<file path="config.mk">
export PLATFORM = sky130hd
export DESIGN_NAME = infix_expression_evaluator
export DESIGN_NICKNAME = d
export VERILOG_FILES = /design/src/design/iee_pkg.sv /design/src/design/infix_expression_evaluator.sv /design/src/design/iee_front.sv /design/src/design/iee_queue.sv /design/src/design/iee_alu.sv /design/src/design/iee_back.sv
export SDC_FILE = /design/constraint.sdc
export NUM_CORES = 2
export LEC_CHECK = 0
export ABC_AREA = 1
export BUFFER_PORTS_ARGS = -buffer_cell sky130_fd_sc_hd__buf_4
export CAP_MARGIN = 20
export CORE_ASPECT_RATIO = 1.1
export CORE_UTILIZATION = 30
export CTS_CLUSTER_DIAMETER = 100
export DETAILED_ROUTE_END_ITERATION = 10
export GPL_ROUTABILITY_DRIVEN = 1
export PLACE_DENSITY = 0.4
export SYNTH_ARGS = -nofsm -noshare
export SYNTH_HDL_FRONTEND = slang
export SYNTH_SLANG_ARGS = --single-unit
export TNS_END_PERCENT = 100
</file>
<file path="constraint.sdc">
create_clock -name clk -period 19.5 [get_ports clk]
set_input_delay 3.9 -clock clk [delete_from_list [all_inputs] [get_ports clk]]
set_output_delay 3.9 -clock clk [all_outputs]
set_load 0.02 [all_outputs]
</file>
<file path="src/design/iee_pkg.sv">
// Package: shared types and codes for the infix expression evaluator.
`default_nettype none
package iee_pkg;

  typedef struct packed {
    logic [7:0] ch;
    logic       last;
  } in_item_t;

  typedef struct packed {
    logic signed [31:0] value;
    logic [1:0]         status;
  } out_item_t;

  // Operator codes held on the operator stack
  typedef enum logic [2:0] {
    OP_LPAREN = 3'd0,
    OP_ADD    = 3'd1,
    OP_SUB    = 3'd2,
    OP_MUL    = 3'd3,
    OP_DIV    = 3'd4,
    OP_POW    = 3'd5,
    OP_OTHER  = 3'd6
  } op_code_t;

  // Command kinds from the front part to the back part
  typedef enum logic [2:0] {
    CMD_NONE   = 3'd0,
    CMD_OPER   = 3'd1,
    CMD_LPAREN = 3'd2,
    CMD_RPAREN = 3'd3
  } cmd_kind_t;

  localparam logic [1:0] STATUS_OK  = 2'd0;
  localparam logic [1:0] STATUS_DIV = 2'd1;
  localparam logic [1:0] STATUS_BAD = 2'd2;

  localparam logic [7:0] CH_ADD    = 8'h2B;
  localparam logic [7:0] CH_SUB    = 8'h2D;
  localparam logic [7:0] CH_MUL    = 8'h2A;
  localparam logic [7:0] CH_DIV    = 8'h2F;
  localparam logic [7:0] CH_POW    = 8'h5E;
  localparam logic [7:0] CH_LPAREN = 8'h28;
  localparam logic [7:0] CH_RPAREN = 8'h29;
  localparam logic [7:0] CH_SPACE  = 8'h20;
  localparam logic [7:0] CH_ZERO   = 8'h30;
  localparam logic [7:0] CH_NINE   = 8'h39;

  function automatic logic [1:0] op_rank(input logic [2:0] code);
    case (code)
      OP_ADD, OP_SUB: op_rank = 2'd1;
      OP_MUL, OP_DIV: op_rank = 2'd2;
      OP_POW:         op_rank = 2'd3;
      default:        op_rank = 2'd0;
    endcase
  endfunction

endpackage
`default_nettype wire

</file>
<file path="src/design/infix_expression_evaluator.sv">
// Top level: infix expression evaluator (front, command queue, back).
//
//  channel | direction | payload     | handshake
//  in      | input     | in_item_t   | in_valid / in_stall
//  out     | output    | out_item_t  | out_valid / out_stall
//
// The front takes a character per cycle unless the queue is full; digits
// without last stay there, everything else goes through a 4-entry queue.
// The back pushes any pending number, runs the reductions on the ALU, then
// pushes an operator or drops a paren; the last character reduces out and emits.
// Reset is synchronous and clears both stacks' counts and all flags.
// A stalled result holds in its register; the front stalls when the queue fills.
`default_nettype none
module infix_expression_evaluator
  import iee_pkg::*;
#(
  parameter int VALUE_DEPTH    = 16,
  parameter int OPERATOR_DEPTH = 16,
  parameter int DATA_WIDTH     = 32
) (
  input  wire logic      clk,
  input  wire logic      rst,
  input  wire logic      in_valid,
  output logic           in_stall,
  input  wire in_item_t  in_data,
  output logic           out_valid,
  input  wire logic      out_stall,
  output out_item_t      out_data
);

  localparam int CMDW = 3 + 3 + 1 + DATA_WIDTH + 1;

  logic                  f_valid;
  logic                  q_full;
  logic [2:0]            f_kind;
  logic [2:0]            f_op;
  logic                  f_has;
  logic [DATA_WIDTH-1:0] f_num;
  logic                  f_last;
  logic                  q_ne;
  logic                  q_pop;
  logic [CMDW-1:0]       q_data;

  iee_front #(.DATA_WIDTH(DATA_WIDTH)) u_front (
    .clk         (clk),
    .rst         (rst),
    .in_valid    (in_valid),
    .in_stall    (in_stall),
    .in_data     (in_data),
    .cmd_valid   (f_valid),
    .cmd_full    (q_full),
    .cmd_kind    (f_kind),
    .cmd_op      (f_op),
    .cmd_has_num (f_has),
    .cmd_num     (f_num),
    .cmd_last    (f_last)
  );

  iee_queue #(.WIDTH(CMDW), .DEPTH(4)) u_queue (
    .clk       (clk),
    .rst       (rst),
    .push      (f_valid),
    .push_data ({f_kind, f_op, f_has, f_num, f_last}),
    .full      (q_full),
    .pop       (q_pop),
    .not_empty (q_ne),
    .pop_data  (q_data)
  );

  iee_back #(
    .VALUE_DEPTH    (VALUE_DEPTH),
    .OPERATOR_DEPTH (OPERATOR_DEPTH),
    .DATA_WIDTH     (DATA_WIDTH)
  ) u_back (
    .clk         (clk),
    .rst         (rst),
    .cmd_valid   (q_ne),
    .cmd_pop     (q_pop),
    .cmd_kind    (q_data[CMDW-1 -: 3]),
    .cmd_op      (q_data[CMDW-4 -: 3]),
    .cmd_has_num (q_data[DATA_WIDTH+1]),
    .cmd_num     (q_data[DATA_WIDTH:1]),
    .cmd_last    (q_data[0]),
    .out_valid   (out_valid),
    .out_stall   (out_stall),
    .out_data    (out_data)
  );

endmodule
`default_nettype wire

</file>
<file path="src/design/iee_front.sv">
// Front part: digit accumulation and character classification.
`default_nettype none
module iee_front
  import iee_pkg::*;
#(
  parameter int DATA_WIDTH = 32
) (
  input  wire logic                  clk,
  input  wire logic                  rst,
  input  wire logic                  in_valid,
  output logic                       in_stall,
  input  wire in_item_t              in_data,
  output logic                       cmd_valid,
  input  wire logic                  cmd_full,
  output logic [2:0]                 cmd_kind,
  output logic [2:0]                 cmd_op,
  output logic                       cmd_has_num,
  output logic [DATA_WIDTH-1:0]      cmd_num,
  output logic                       cmd_last
);

  logic [DATA_WIDTH-1:0] number_accumulator;
  logic                  in_number;
  logic                  is_digit;
  logic                  take;
  logic [DATA_WIDTH-1:0] times_ten;

  assign is_digit  = (in_data.ch >= CH_ZERO) && (in_data.ch <= CH_NINE);
  assign in_stall  = cmd_full;
  assign take      = in_valid && !cmd_full;
  assign times_ten = (number_accumulator << 3) + (number_accumulator << 1);

  // A digit without last stays in the front; everything else becomes a command
  assign cmd_valid   = take && (!is_digit || in_data.last);
  assign cmd_last    = in_data.last;
  assign cmd_has_num = in_number || is_digit;
  assign cmd_num     = is_digit ?
      times_ten + DATA_WIDTH'(in_data.ch - CH_ZERO) : number_accumulator;

  always_comb begin
    cmd_op = OP_OTHER;
    case (in_data.ch)
      CH_ADD:  cmd_op = OP_ADD;
      CH_SUB:  cmd_op = OP_SUB;
      CH_MUL:  cmd_op = OP_MUL;
      CH_DIV:  cmd_op = OP_DIV;
      CH_POW:  cmd_op = OP_POW;
      default: cmd_op = OP_OTHER;
    endcase
    if (is_digit || in_data.ch == CH_SPACE) begin
      cmd_kind = CMD_NONE;
    end else if (in_data.ch == CH_LPAREN) begin
      cmd_kind = CMD_LPAREN;
    end else if (in_data.ch == CH_RPAREN) begin
      cmd_kind = CMD_RPAREN;
    end else begin
      cmd_kind = CMD_OPER;
    end
  end

  // Accumulator
  always_ff @(posedge clk) begin
    if (rst) begin
      number_accumulator <= '0;
      in_number          <= 1'b0;
    end else if (take) begin
      if (is_digit && !in_data.last) begin
        number_accumulator <= cmd_num;
        in_number          <= 1'b1;
      end else begin
        number_accumulator <= '0;
        in_number          <= 1'b0;
      end
    end
  end

  assert property (@(posedge clk) disable iff (rst)
    cmd_valid |-> !cmd_full) else $error("command pushed into full queue");
  assert property (@(posedge clk) disable iff (rst)
    (take && !is_digit) |=> !in_number) else $error("number not flushed");
  assert property (@(posedge clk) disable iff (rst)
    !in_number |-> number_accumulator == '0) else $error("stale accumulator");

endmodule
`default_nettype wire

</file>
<file path="src/design/iee_queue.sv">
// Short command queue between the front and back parts.
`default_nettype none
module iee_queue #(
  parameter int WIDTH = 8,
  parameter int DEPTH = 4
) (
  input  wire logic             clk,
  input  wire logic             rst,
  input  wire logic             push,
  input  wire logic [WIDTH-1:0] push_data,
  output logic                  full,
  input  wire logic             pop,
  output logic                  not_empty,
  output logic [WIDTH-1:0]      pop_data
);

  localparam int AW = (DEPTH > 1) ? $clog2(DEPTH) : 1;

  logic [WIDTH-1:0] slots [DEPTH];
  logic [AW-1:0]    wr_ptr;
  logic [AW-1:0]    rd_ptr;
  logic [AW:0]      fill;

  assign full      = (fill == (AW+1)'(DEPTH));
  assign not_empty = (fill != '0);
  assign pop_data  = slots[rd_ptr];

  always_ff @(posedge clk) begin
    if (push && !full) begin
      slots[wr_ptr] <= push_data;
    end
  end

  // Pointers and fill count
  always_ff @(posedge clk) begin
    if (rst) begin
      wr_ptr <= '0;
      rd_ptr <= '0;
      fill   <= '0;
    end else begin
      if (push && !full) begin
        wr_ptr <= (wr_ptr == AW'(DEPTH-1)) ? '0 : wr_ptr + 1'b1;
      end
      if (pop && not_empty) begin
        rd_ptr <= (rd_ptr == AW'(DEPTH-1)) ? '0 : rd_ptr + 1'b1;
      end
      fill <= fill + (AW+1)'(push && !full) - (AW+1)'(pop && not_empty);
    end
  end

  assert property (@(posedge clk) disable iff (rst)
    fill <= (AW+1)'(DEPTH)) else $error("queue fill out of range");
  assert property (@(posedge clk) disable iff (rst)
    (push && !full && !(pop && not_empty)) |=> not_empty)
    else $error("push lost");
  assert property (@(posedge clk) disable iff (rst)
    !not_empty |-> !full) else $error("empty and full");

endmodule
`default_nettype wire

</file>
<file path="src/design/iee_alu.sv">
// Multi-cycle arithmetic unit: add, sub, mul, divide, power.
`default_nettype none
module iee_alu
  import iee_pkg::*;
#(
  parameter int DATA_WIDTH = 32
) (
  input  wire logic                  clk,
  input  wire logic                  rst,
  input  wire logic                  start,
  input  wire logic [2:0]            op,
  input  wire logic [DATA_WIDTH-1:0] a,
  input  wire logic [DATA_WIDTH-1:0] b,
  output logic                       done,
  output logic [DATA_WIDTH-1:0]      result,
  output logic                       div_zero
);

  localparam int CW = $clog2(DATA_WIDTH + 1);
  localparam int HW = (DATA_WIDTH + 1) / 2;

  typedef enum logic [2:0] {
    A_IDLE, A_MUL0, A_MUL1, A_DIV, A_POW_M, A_POW_S
  } alu_state_t;

  alu_state_t            state;
  logic [DATA_WIDTH-1:0] x;        // multiplier / base / remainder
  logic [DATA_WIDTH-1:0] y;        // high partial product / exponent / dividend
  logic [DATA_WIDTH-1:0] acc;
  logic [DATA_WIDTH-1:0] mag_d;
  logic                  neg_q;
  logic [CW-1:0]         cnt;
  logic [2:0]            pow_next_st;

  // Shared wrapping multiplier split in two halves of the multiplier operand
  logic [DATA_WIDTH-1:0] mul_l;
  logic [DATA_WIDTH-1:0] mul_r;
  logic [DATA_WIDTH-1:0] part_lo;
  logic [DATA_WIDTH-1:0] part_hi;
  logic [DATA_WIDTH-1:0] part_sum;
  logic [DATA_WIDTH:0]   trial;
  logic [DATA_WIDTH-1:0] rem_shift;

  assign part_lo = mul_l * DATA_WIDTH'(mul_r[HW-1:0]);
  assign part_hi = (mul_l * (mul_r >> HW)) << HW;
  assign rem_shift = {x[DATA_WIDTH-2:0], y[DATA_WIDTH-1]};
  assign trial = {1'b0, rem_shift} - {1'b0, mag_d};

  always_comb begin
    mul_l = acc;
    mul_r = x;
    if (state == A_POW_S) begin
      mul_l = x;
      mul_r = x;
    end
  end

  always_ff @(posedge clk) begin
    if (rst) begin
      state    <= A_IDLE;
      done     <= 1'b0;
      div_zero <= 1'b0;
    end else begin
      done     <= 1'b0;
      div_zero <= 1'b0;
      case (state)
        A_IDLE: begin
          if (start) begin
            case (op)
              OP_ADD: begin
                result <= a + b;
                done   <= 1'b1;
              end
              OP_SUB: begin
                result <= a - b;
                done   <= 1'b1;
              end
              OP_MUL: begin
                acc   <= a;
                x     <= b;
                state <= A_MUL0;
              end
              OP_DIV: begin
                if (b == '0) begin
                  result   <= '0;
                  div_zero <= 1'b1;
                  done     <= 1'b1;
                end else begin
                  neg_q <= a[DATA_WIDTH-1] ^ b[DATA_WIDTH-1];
                  y     <= a[DATA_WIDTH-1] ? '0 - a : a;
                  mag_d <= b[DATA_WIDTH-1] ? '0 - b : b;
                  x     <= '0;
                  cnt   <= '0;
                  state <= A_DIV;
                end
              end
              OP_POW: begin
                if (b[DATA_WIDTH-1]) begin
                  if (a == DATA_WIDTH'(1)) begin
                    result <= DATA_WIDTH'(1);
                  end else if (a == '1) begin
                    result <= b[0] ? '1 : DATA_WIDTH'(1);
                  end else begin
                    result <= '0;
                  end
                  done <= 1'b1;
                end else begin
                  acc   <= DATA_WIDTH'(1);
                  x     <= a;
                  y     <= b;
                  cnt   <= '0;
                  state <= A_POW_M;
                end
              end
              default: begin
                result <= '0;
                done   <= 1'b1;
              end
            endcase
          end
        end
        A_MUL0: begin
          acc   <= part_lo;
          y     <= part_hi;
          state <= A_MUL1;
        end
        A_MUL1: begin
          result <= acc + y;
          done   <= 1'b1;
          state  <= A_IDLE;
        end
        // Restoring division, one quotient bit per cycle
        A_DIV: begin
          if (!trial[DATA_WIDTH]) begin
            x <= trial[DATA_WIDTH-1:0];
            y <= {y[DATA_WIDTH-2:0], 1'b1};
          end else begin
            x <= rem_shift;
            y <= {y[DATA_WIDTH-2:0], 1'b0};
          end
          cnt <= cnt + 1'b1;
          if (cnt == CW'(DATA_WIDTH - 1)) begin
            state <= A_POW_S;
            pow_next_st <= 3'd1;
          end
        end
        // Square and multiply: multiply step then square step per exponent bit
        A_POW_M: begin
          if (y[0]) begin
            acc <= part_lo + part_hi;
          end
          y     <= y >> 1;
          state <= A_POW_S;
          pow_next_st <= 3'd0;
        end
        A_POW_S: begin
          if (pow_next_st == 3'd1) begin
            // division finish
            result <= neg_q ? '0 - y : y;
            done   <= 1'b1;
            state  <= A_IDLE;
          end else begin
            x   <= part_lo + part_hi;
            cnt <= cnt + 1'b1;
            if (y == '0 || cnt == CW'(DATA_WIDTH - 1)) begin
              result <= acc;
              done   <= 1'b1;
              state  <= A_IDLE;
            end else begin
              state <= A_POW_M;
            end
          end
        end
        default: state <= A_IDLE;
      endcase
    end
  end

  assert property (@(posedge clk) disable iff (rst)
    (start && state == A_IDLE && (op == OP_ADD || op == OP_SUB)) |=> done)
    else $error("add/sub not single cycle");
  assert property (@(posedge clk) disable iff (rst)
    div_zero |-> done) else $error("div flag without done");
  assert property (@(posedge clk) disable iff (rst)
    done |=> !done || $past(start)) else $error("spurious done");

endmodule
`default_nettype wire

</file>
<file path="src/design/iee_back.sv">
// Back part: value and operator stacks, reduction sequencer, result register.
`default_nettype none
module iee_back
  import iee_pkg::*;
#(
  parameter int VALUE_DEPTH    = 16,
  parameter int OPERATOR_DEPTH = 16,
  parameter int DATA_WIDTH     = 32
) (
  input  wire logic                  clk,
  input  wire logic                  rst,
  input  wire logic                  cmd_valid,
  output logic                       cmd_pop,
  input  wire logic [2:0]            cmd_kind,
  input  wire logic [2:0]            cmd_op,
  input  wire logic                  cmd_has_num,
  input  wire logic [DATA_WIDTH-1:0] cmd_num,
  input  wire logic                  cmd_last,
  output logic                       out_valid,
  input  wire logic                  out_stall,
  output out_item_t                  out_data
);

  localparam int VW = $clog2(VALUE_DEPTH + 1);
  localparam int OW = $clog2(OPERATOR_DEPTH + 1);
  localparam int VA = (VALUE_DEPTH > 1) ? $clog2(VALUE_DEPTH) : 1;
  localparam int OA = (OPERATOR_DEPTH > 1) ? $clog2(OPERATOR_DEPTH) : 1;

  typedef enum logic [3:0] {
    S_IDLE, S_NUM, S_SCAN, S_POP_B, S_POP_A, S_WAIT_A, S_ALU, S_ALU_WAIT,
    S_PUSH, S_FINISH, S_EMIT
  } back_state_t;

  back_state_t           state;
  logic [DATA_WIDTH-1:0] value_stack [VALUE_DEPTH];
  logic [2:0]            operator_stack [OPERATOR_DEPTH];
  logic [VW-1:0]         value_count;
  logic [OW-1:0]         operator_count;
  logic [1:0]            error_flags;
  logic                  finishing;
  logic [DATA_WIDTH-1:0] vrd;
  logic [2:0]            top_op;
  logic [2:0]            red_op;
  logic [DATA_WIDTH-1:0] opb;
  logic [DATA_WIDTH-1:0] opa;
  logic [DATA_WIDTH-1:0] push_val;
  logic                  vwr_en;
  logic [VA-1:0]         vwr_addr;
  logic [VA-1:0]         vrd_addr;
  logic                  owr_en;
  logic [2:0]            owr_data;
  logic [OA-1:0]         owr_addr;
  logic                  alu_start;
  logic                  alu_done;
  logic [DATA_WIDTH-1:0] alu_result;
  logic                  alu_div_zero;
  logic                  need_reduce;

  // Operator top is a small register-file read
  assign top_op = operator_stack[OA'(operator_count - 1'b1)];

  // Reduce while the incoming operator binds no tighter; at the end reduce everything
  always_comb begin
    need_reduce = 1'b0;
    if (operator_count != '0) begin
      if (finishing) begin
        need_reduce = 1'b1;
      end else begin
        case (cmd_kind)
          CMD_OPER:   need_reduce = op_rank(top_op) >= op_rank(cmd_op);
          CMD_RPAREN: need_reduce = top_op != OP_LPAREN;
          default:    need_reduce = 1'b0;
        endcase
      end
    end
  end

  // Value stack memory, registered read
  always_ff @(posedge clk) begin
    if (vwr_en) begin
      value_stack[vwr_addr] <= push_val;
    end
    vrd <= value_stack[vrd_addr];
  end

  always_ff @(posedge clk) begin
    if (owr_en) begin
      operator_stack[owr_addr] <= owr_data;
    end
  end

  assign vrd_addr = VA'(value_count - 1'b1);
  assign vwr_addr = VA'(value_count);
  assign owr_addr = OA'(operator_count);
  assign vwr_en   = (state == S_NUM || (state == S_PUSH && alu_done)) &&
                    (value_count != VW'(VALUE_DEPTH));
  assign push_val = (state == S_NUM) ? cmd_num : alu_result;
  assign alu_start = (state == S_ALU);
  assign out_valid = (state == S_EMIT);

  // Operator push once reductions for this command are done
  always_comb begin
    owr_en   = 1'b0;
    owr_data = (cmd_kind == CMD_LPAREN) ? OP_LPAREN : cmd_op;
    if (state == S_SCAN && !need_reduce && !finishing &&
        operator_count != OW'(OPERATOR_DEPTH) &&
        (cmd_kind == CMD_OPER || cmd_kind == CMD_LPAREN)) begin
      owr_en = 1'b1;
    end
  end

  // Sequencer: flush number, reduce while needed, then push or finish
  always_ff @(posedge clk) begin
    if (rst) begin
      state          <= S_IDLE;
      value_count    <= '0;
      operator_count <= '0;
      error_flags    <= '0;
      finishing      <= 1'b0;
      cmd_pop        <= 1'b0;
    end else begin
      cmd_pop <= 1'b0;
      case (state)
        S_IDLE: begin
          if (cmd_valid && !cmd_pop) begin
            state <= cmd_has_num ? S_NUM : S_SCAN;
          end
        end
        S_NUM: begin
          if (value_count == VW'(VALUE_DEPTH)) begin
            error_flags[1] <= 1'b1;
          end else begin
            value_count <= value_count + 1'b1;
          end
          state <= S_SCAN;
        end
        S_SCAN: begin
          if (need_reduce) begin
            red_op         <= top_op;
            operator_count <= operator_count - 1'b1;
            state          <= S_POP_B;
          end else if (finishing) begin
            state <= S_FINISH;
          end else begin
            case (cmd_kind)
              CMD_OPER, CMD_LPAREN: begin
                if (operator_count == OW'(OPERATOR_DEPTH)) begin
                  error_flags[1] <= 1'b1;
                end else begin
                  operator_count <= operator_count + 1'b1;
                end
              end
              CMD_RPAREN: begin
                if (operator_count != '0) begin
                  operator_count <= operator_count - 1'b1;
                end
              end
              default: begin
                // space or bare number: nothing to push
              end
            endcase
            if (cmd_last) begin
              finishing <= 1'b1;
              state     <= S_SCAN;
            end else begin
              state   <= S_IDLE;
              cmd_pop <= 1'b1;
            end
          end
        end
        S_POP_B: begin
          if (value_count == '0) begin
            error_flags[1] <= 1'b1;
            opb   <= '0;
            state <= S_POP_A;
          end else begin
            value_count <= value_count - 1'b1;
            state <= S_WAIT_A;
          end
        end
        S_WAIT_A: begin
          opb   <= vrd;
          state <= S_POP_A;
        end
        S_POP_A: begin
          if (value_count == '0) begin
            error_flags[1] <= 1'b1;
            opa   <= '0;
            state <= S_ALU;
          end else begin
            value_count <= value_count - 1'b1;
            state <= S_ALU_WAIT;
          end
        end
        S_ALU_WAIT: begin
          opa   <= vrd;
          state <= S_ALU;
        end
        S_ALU: begin
          state <= S_PUSH;
        end
        S_PUSH: begin
          if (alu_done) begin
            if (alu_div_zero) begin
              error_flags[0] <= 1'b1;
            end
            if (value_count == VW'(VALUE_DEPTH)) begin
              error_flags[1] <= 1'b1;
            end else begin
              value_count <= value_count + 1'b1;
            end
            state <= S_SCAN;
          end
        end
        S_FINISH: begin
          if (value_count == '0) begin
            out_data.value <= '0;
            error_flags[1] <= 1'b1;
          end else begin
            out_data.value <= 32'(signed'(vrd));
          end
          out_data.status <= (value_count == '0 || error_flags[1]) ? STATUS_BAD :
                             (error_flags[0] ? STATUS_DIV : STATUS_OK);
          state <= S_EMIT;
        end
        S_EMIT: begin
          if (!out_stall) begin
            state          <= S_IDLE;
            cmd_pop        <= 1'b1;
            value_count    <= '0;
            operator_count <= '0;
            error_flags    <= '0;
            finishing      <= 1'b0;
          end
        end
        default: state <= S_IDLE;
      endcase
    end
  end

  iee_alu #(
    .DATA_WIDTH(DATA_WIDTH)
  ) u_alu (
    .clk      (clk),
    .rst      (rst),
    .start    (alu_start),
    .op       (red_op),
    .a        (opa),
    .b        (opb),
    .done     (alu_done),
    .result   (alu_result),
    .div_zero (alu_div_zero)
  );

  assert property (@(posedge clk) disable iff (rst)
    value_count <= VW'(VALUE_DEPTH)) else $error("value count overflow");
  assert property (@(posedge clk) disable iff (rst)
    operator_count <= OW'(OPERATOR_DEPTH)) else $error("operator count overflow");
  assert property (@(posedge clk) disable iff (rst)
    (out_valid && out_stall) |=> out_valid) else $error("result dropped");

endmodule
`default_nettype wire

</file>
==> flow_metrics.env <==
export IMPL_synth_main_ff_cell="edfxtp_1"
export IMPL_ys_seq_area_frac=0.4404
export IMPL_cp_slowest_cell="inv_1"
export IMPL_hold_viol=0
export IMPL_clk_insertion_delay_late_ns=0.81
export IMPL_hp_class="reg -> reg"
export IMPL_grt_max_degree=142
export IMPL_p_per_area_nw_per_um2=104.7
export IMPL_crit_buf_inv=3
export IMPL_finalSetupTns_ns=0
export IMPL_clock_skew_ns=0.07341
export IMPL_synthToLayoutAreaGrowth_pct=11.56
export IMPL_nFillCells=24410
export IMPL_irDropWorstVdd_uv=95.51
export IMPL_finalCritPeriodShare=0.5147
export IMPL_grt_pass1_vias=57330
export IMPL_cp_start_kind="flip-flop"
export IMPL_setup_violations_final=0
export IMPL_clockRootBuffer="clkbuf_16"
export IMPL_maxCapViolCount=0
export IMPL_place_hpwl_um=215400
export IMPL_crit_top_cell="nand2_1"
export IMPL_clk_pin_slew_ns=0.06
export IMPL_grt_pass1_wl_um=417900
export IMPL_cts_resized=0
export IMPL_rows=187
export IMPL_p_leak_nw=32.18
export IMPL_critical_path_class="reg -> reg"
export IMPL_start_util=0.3026
export IMPL_crit_path_end_kind="flip-flop"
export IMPL_postCtsSetupBuffers=0
export IMPL_status="finished, final reports clean"
export IMPL_cts_path_max_buffers=3
export IMPL_pre_cts_slack_ns=9.687
export IMPL_num_io_pins=49
export IMPL_drive_gt1_frac=0.06413
export IMPL_cts_tree="built"
export IMPL_ys_warn_count=0
export IMPL_die_h_um=514.3
export IMPL_syn_inst=7838
export IMPL_wire_per_inst_um=26.46
export IMPL_antenna_found_initial=6
export IMPL_power_total_mw=8.358
export IMPL_critPathRequiredTime_ns=20.00
export IMPL_worst_pin_slew_ns=1.139
export IMPL_final_common_cell="nand2_1"
export IMPL_final_cell_mix="nand2_1 (1,292), inv_1 (1,052), nor2_1 (1,049), edfxtp_1 (985), o21ai_0 (637)"
export IMPL_syn_area_um2=71570
export IMPL_core_area_um2=236500
export IMPL_cts_sinks=1082
export IMPL_cts_buffers=116
export IMPL_async_flop_share=0
export IMPL_max_freq_mhz=99.64
export IMPL_fin_nets=8537
export IMPL_port_buffer_count=48
export IMPL_ant_nets=0
export IMPL_crit_path_max_incr_delay_ns=0.70
export IMPL_synth_edf_count=985
export IMPL_gr_total_overflow=0
export IMPL_finalCriticalPeriod_ns=10.04
export IMPL_rsz0062_at_grt="no"
export IMPL_synth_net_count=8555
export IMPL_ys_seq_elements=1082
export IMPL_postCtsHoldBufs=0
export IMPL_setup_ws_ns=9.464
export IMPL_viasPerCell=5.121
export IMPL_wl_um=292200
export IMPL_crit_fanout=36
export IMPL_grt_usage=0.2407
export IMPL_drt_pass1_iterations=5
export IMPL_die_w_um=467.7
export IMPL_yosys_cell_types_count=64
export IMPL_critPathTopFamily="adder cells"
export IMPL_vias=56540
export IMPL_crit_arrival_ns=10.53
export IMPL_drt_iter0_drc=4036
export IMPL_dieArea_um2=240500
export IMPL_post_route_drc_count=0
export IMPL_slew_violations=0
export IMPL_gp_congestion=0.9453
export IMPL_synth_area_per_cell_um2=9.131
export IMPL_relSlewSlack=0.2361
export IMPL_cts_max_level=3
==> synthesized netlist by cell type, drive strengths merged (34+ instances only) <==
| master | n | share of area |
|---|---|---|
| nand2 | 1318 | 0.071 |
| nor2 | 1082 | 0.057 |
| inv | 1072 | 0.056 |
| edfxtp | 985 | 0.41 |
| o21ai | 654 | 0.046 |
| fa | 418 | 0.12 |
| a21oi | 383 | 0.027 |
| ha | 286 | 0.050 |
| clkbuf | 275 | 0.014 |
| nand3 | 248 | 0.018 |
| xor2 | 113 | 0.014 |
| o22ai | 107 | 0.0094 |
| nor3 | 104 | 0.0073 |
| dfxtp | 97 | 0.027 |
| o221ai | 90 | 0.011 |
| mux2i | 65 | 0.0091 |
| buf | 58 | 0.0042 |
| a31oi | 57 | 0.0050 |
| o211ai | 57 | 0.0060 |
| nand4 | 52 | 0.0045 |
| xnor2 | 43 | 0.0054 |
| nor4 | 34 | 0.0030 |
==> layer usage <==
| layer | vias up | track usage | share of wire |
|---|---|---|---|
| met5 | - | 0 | 0.000044 |
| met2 | 1432 | 0.4304 | 0.51 |
| met1 | 28340 | 0.2869 | 0.40 |
| met4 | 2 | 0.1206 | 0.055 |
| met3 | 470 | 0.02118 | 0.034 |
| li1 | 26300 | - | - |
==> final timing paths <==
kind                            depth (start not counted)                                    endpoint                                  startpoint  slack, ns
worst max-delay path                                   35              u_back.u_alu.acc[29]$_DFFE_PP_          u_back.u_alu.state[2]$_SDFFE_PP0P_       9.46
worst min-delay path                                    2  u_front.number_accumulator[4]$_SDFFE_PP0P_  u_front.number_accumulator[4]$_SDFFE_PP0P_       0.47
worst max register to register                         35              u_back.u_alu.acc[29]$_DFFE_PP_          u_back.u_alu.state[2]$_SDFFE_PP0P_       9.46
worst min register to register                          2  u_front.number_accumulator[4]$_SDFFE_PP0P_  u_front.number_accumulator[4]$_SDFFE_PP0P_       0.47
==> tightest hold or removal path, delay by kind of cell (launching register included) <==
family	cells	cell delay, ns
DFF	1	0.31
and+or+nand+nor	1	0.06
AOI/OAI and AO/OA	1	0.05
==> report_power, final <==
part	switching, mW	internal (mW)
Combinational	2.30	0.917
Clock	1.01	1.25
Sequential	0.120	2.76
Total	3.43	4.93
==> area by class of cell <==
cell class | instances | area [um^2] | area share
inverters | 1093 | 4108 | 0.05145
repair buffers | 197 | 1521 | 0.01906
clock inverters | 79 | 737.0 | 0.009230
multi-input cells | 5330 | 34960 | 0.4378
clock buffers | 140 | 3085 | 0.03865
well taps | 3118 | 3901 | 0.04886
flip-flops and latches | 1082 | 31530 | 0.3949
diodes | 2 | 5.005 | 0.00006269
==> logic make-up (layout without fill, tap and decap cells) <==
group | Yosys count | in the layout | synth area share
adders and majority gates | 704 | 704 | 0.1669
muxes | 65 | 65 | 0.009091
other | 0 | 2 | 0
buffers and inverters | 1426 | 1509 | 0.07591
AOI/OAI and AO/OA | 1518 | 1518 | 0.1236
xor gates and xnor gates | 156 | 156 | 0.01930
DFF | 1082 | 1082 | 0.4404
and+or+nand+nor | 2887 | 2887 | 0.1648
==> sequential cells by signal, indices dropped and copies added, names as in the netlist, 3 cells and up, named ones only <==
register	count
u_back.opb	32
u_back.operator_stack	48
u_back.u_alu.mag_d	32
u_back.operator_count	5
u_back.u_alu.mul_r	32
u_back.u_alu.cnt	6
u_back.state	4
u_back.u_alu.result	32
u_back.red_op	3
u_queue.fill	3
u_back.u_alu.state	3
u_back.value_count	5
u_back.opa	32
u_back.out_data	34
u_back.vrd	32
u_back.u_alu.acc	32
u_back.value_stack	512
u_front.number_accumulator	32
u_queue.slots	156
u_back.u_alu.y	32
==> per-stage QoR <==
stage                     instances  area, um^2  utilization  hold slack [ns]
after global routing          11040       79840       0.3375           0.4924
after global placement        10820       75950       0.3211           0.4533
after detailed placement      10820       76000       0.3213           0.4605
after floorplan                7838       71570            -           0.4314
final                         11040       79840       0.3375           0.4679
after CTS                     11040       79820       0.3374           0.4703
(Power assumes the default switching activity.)
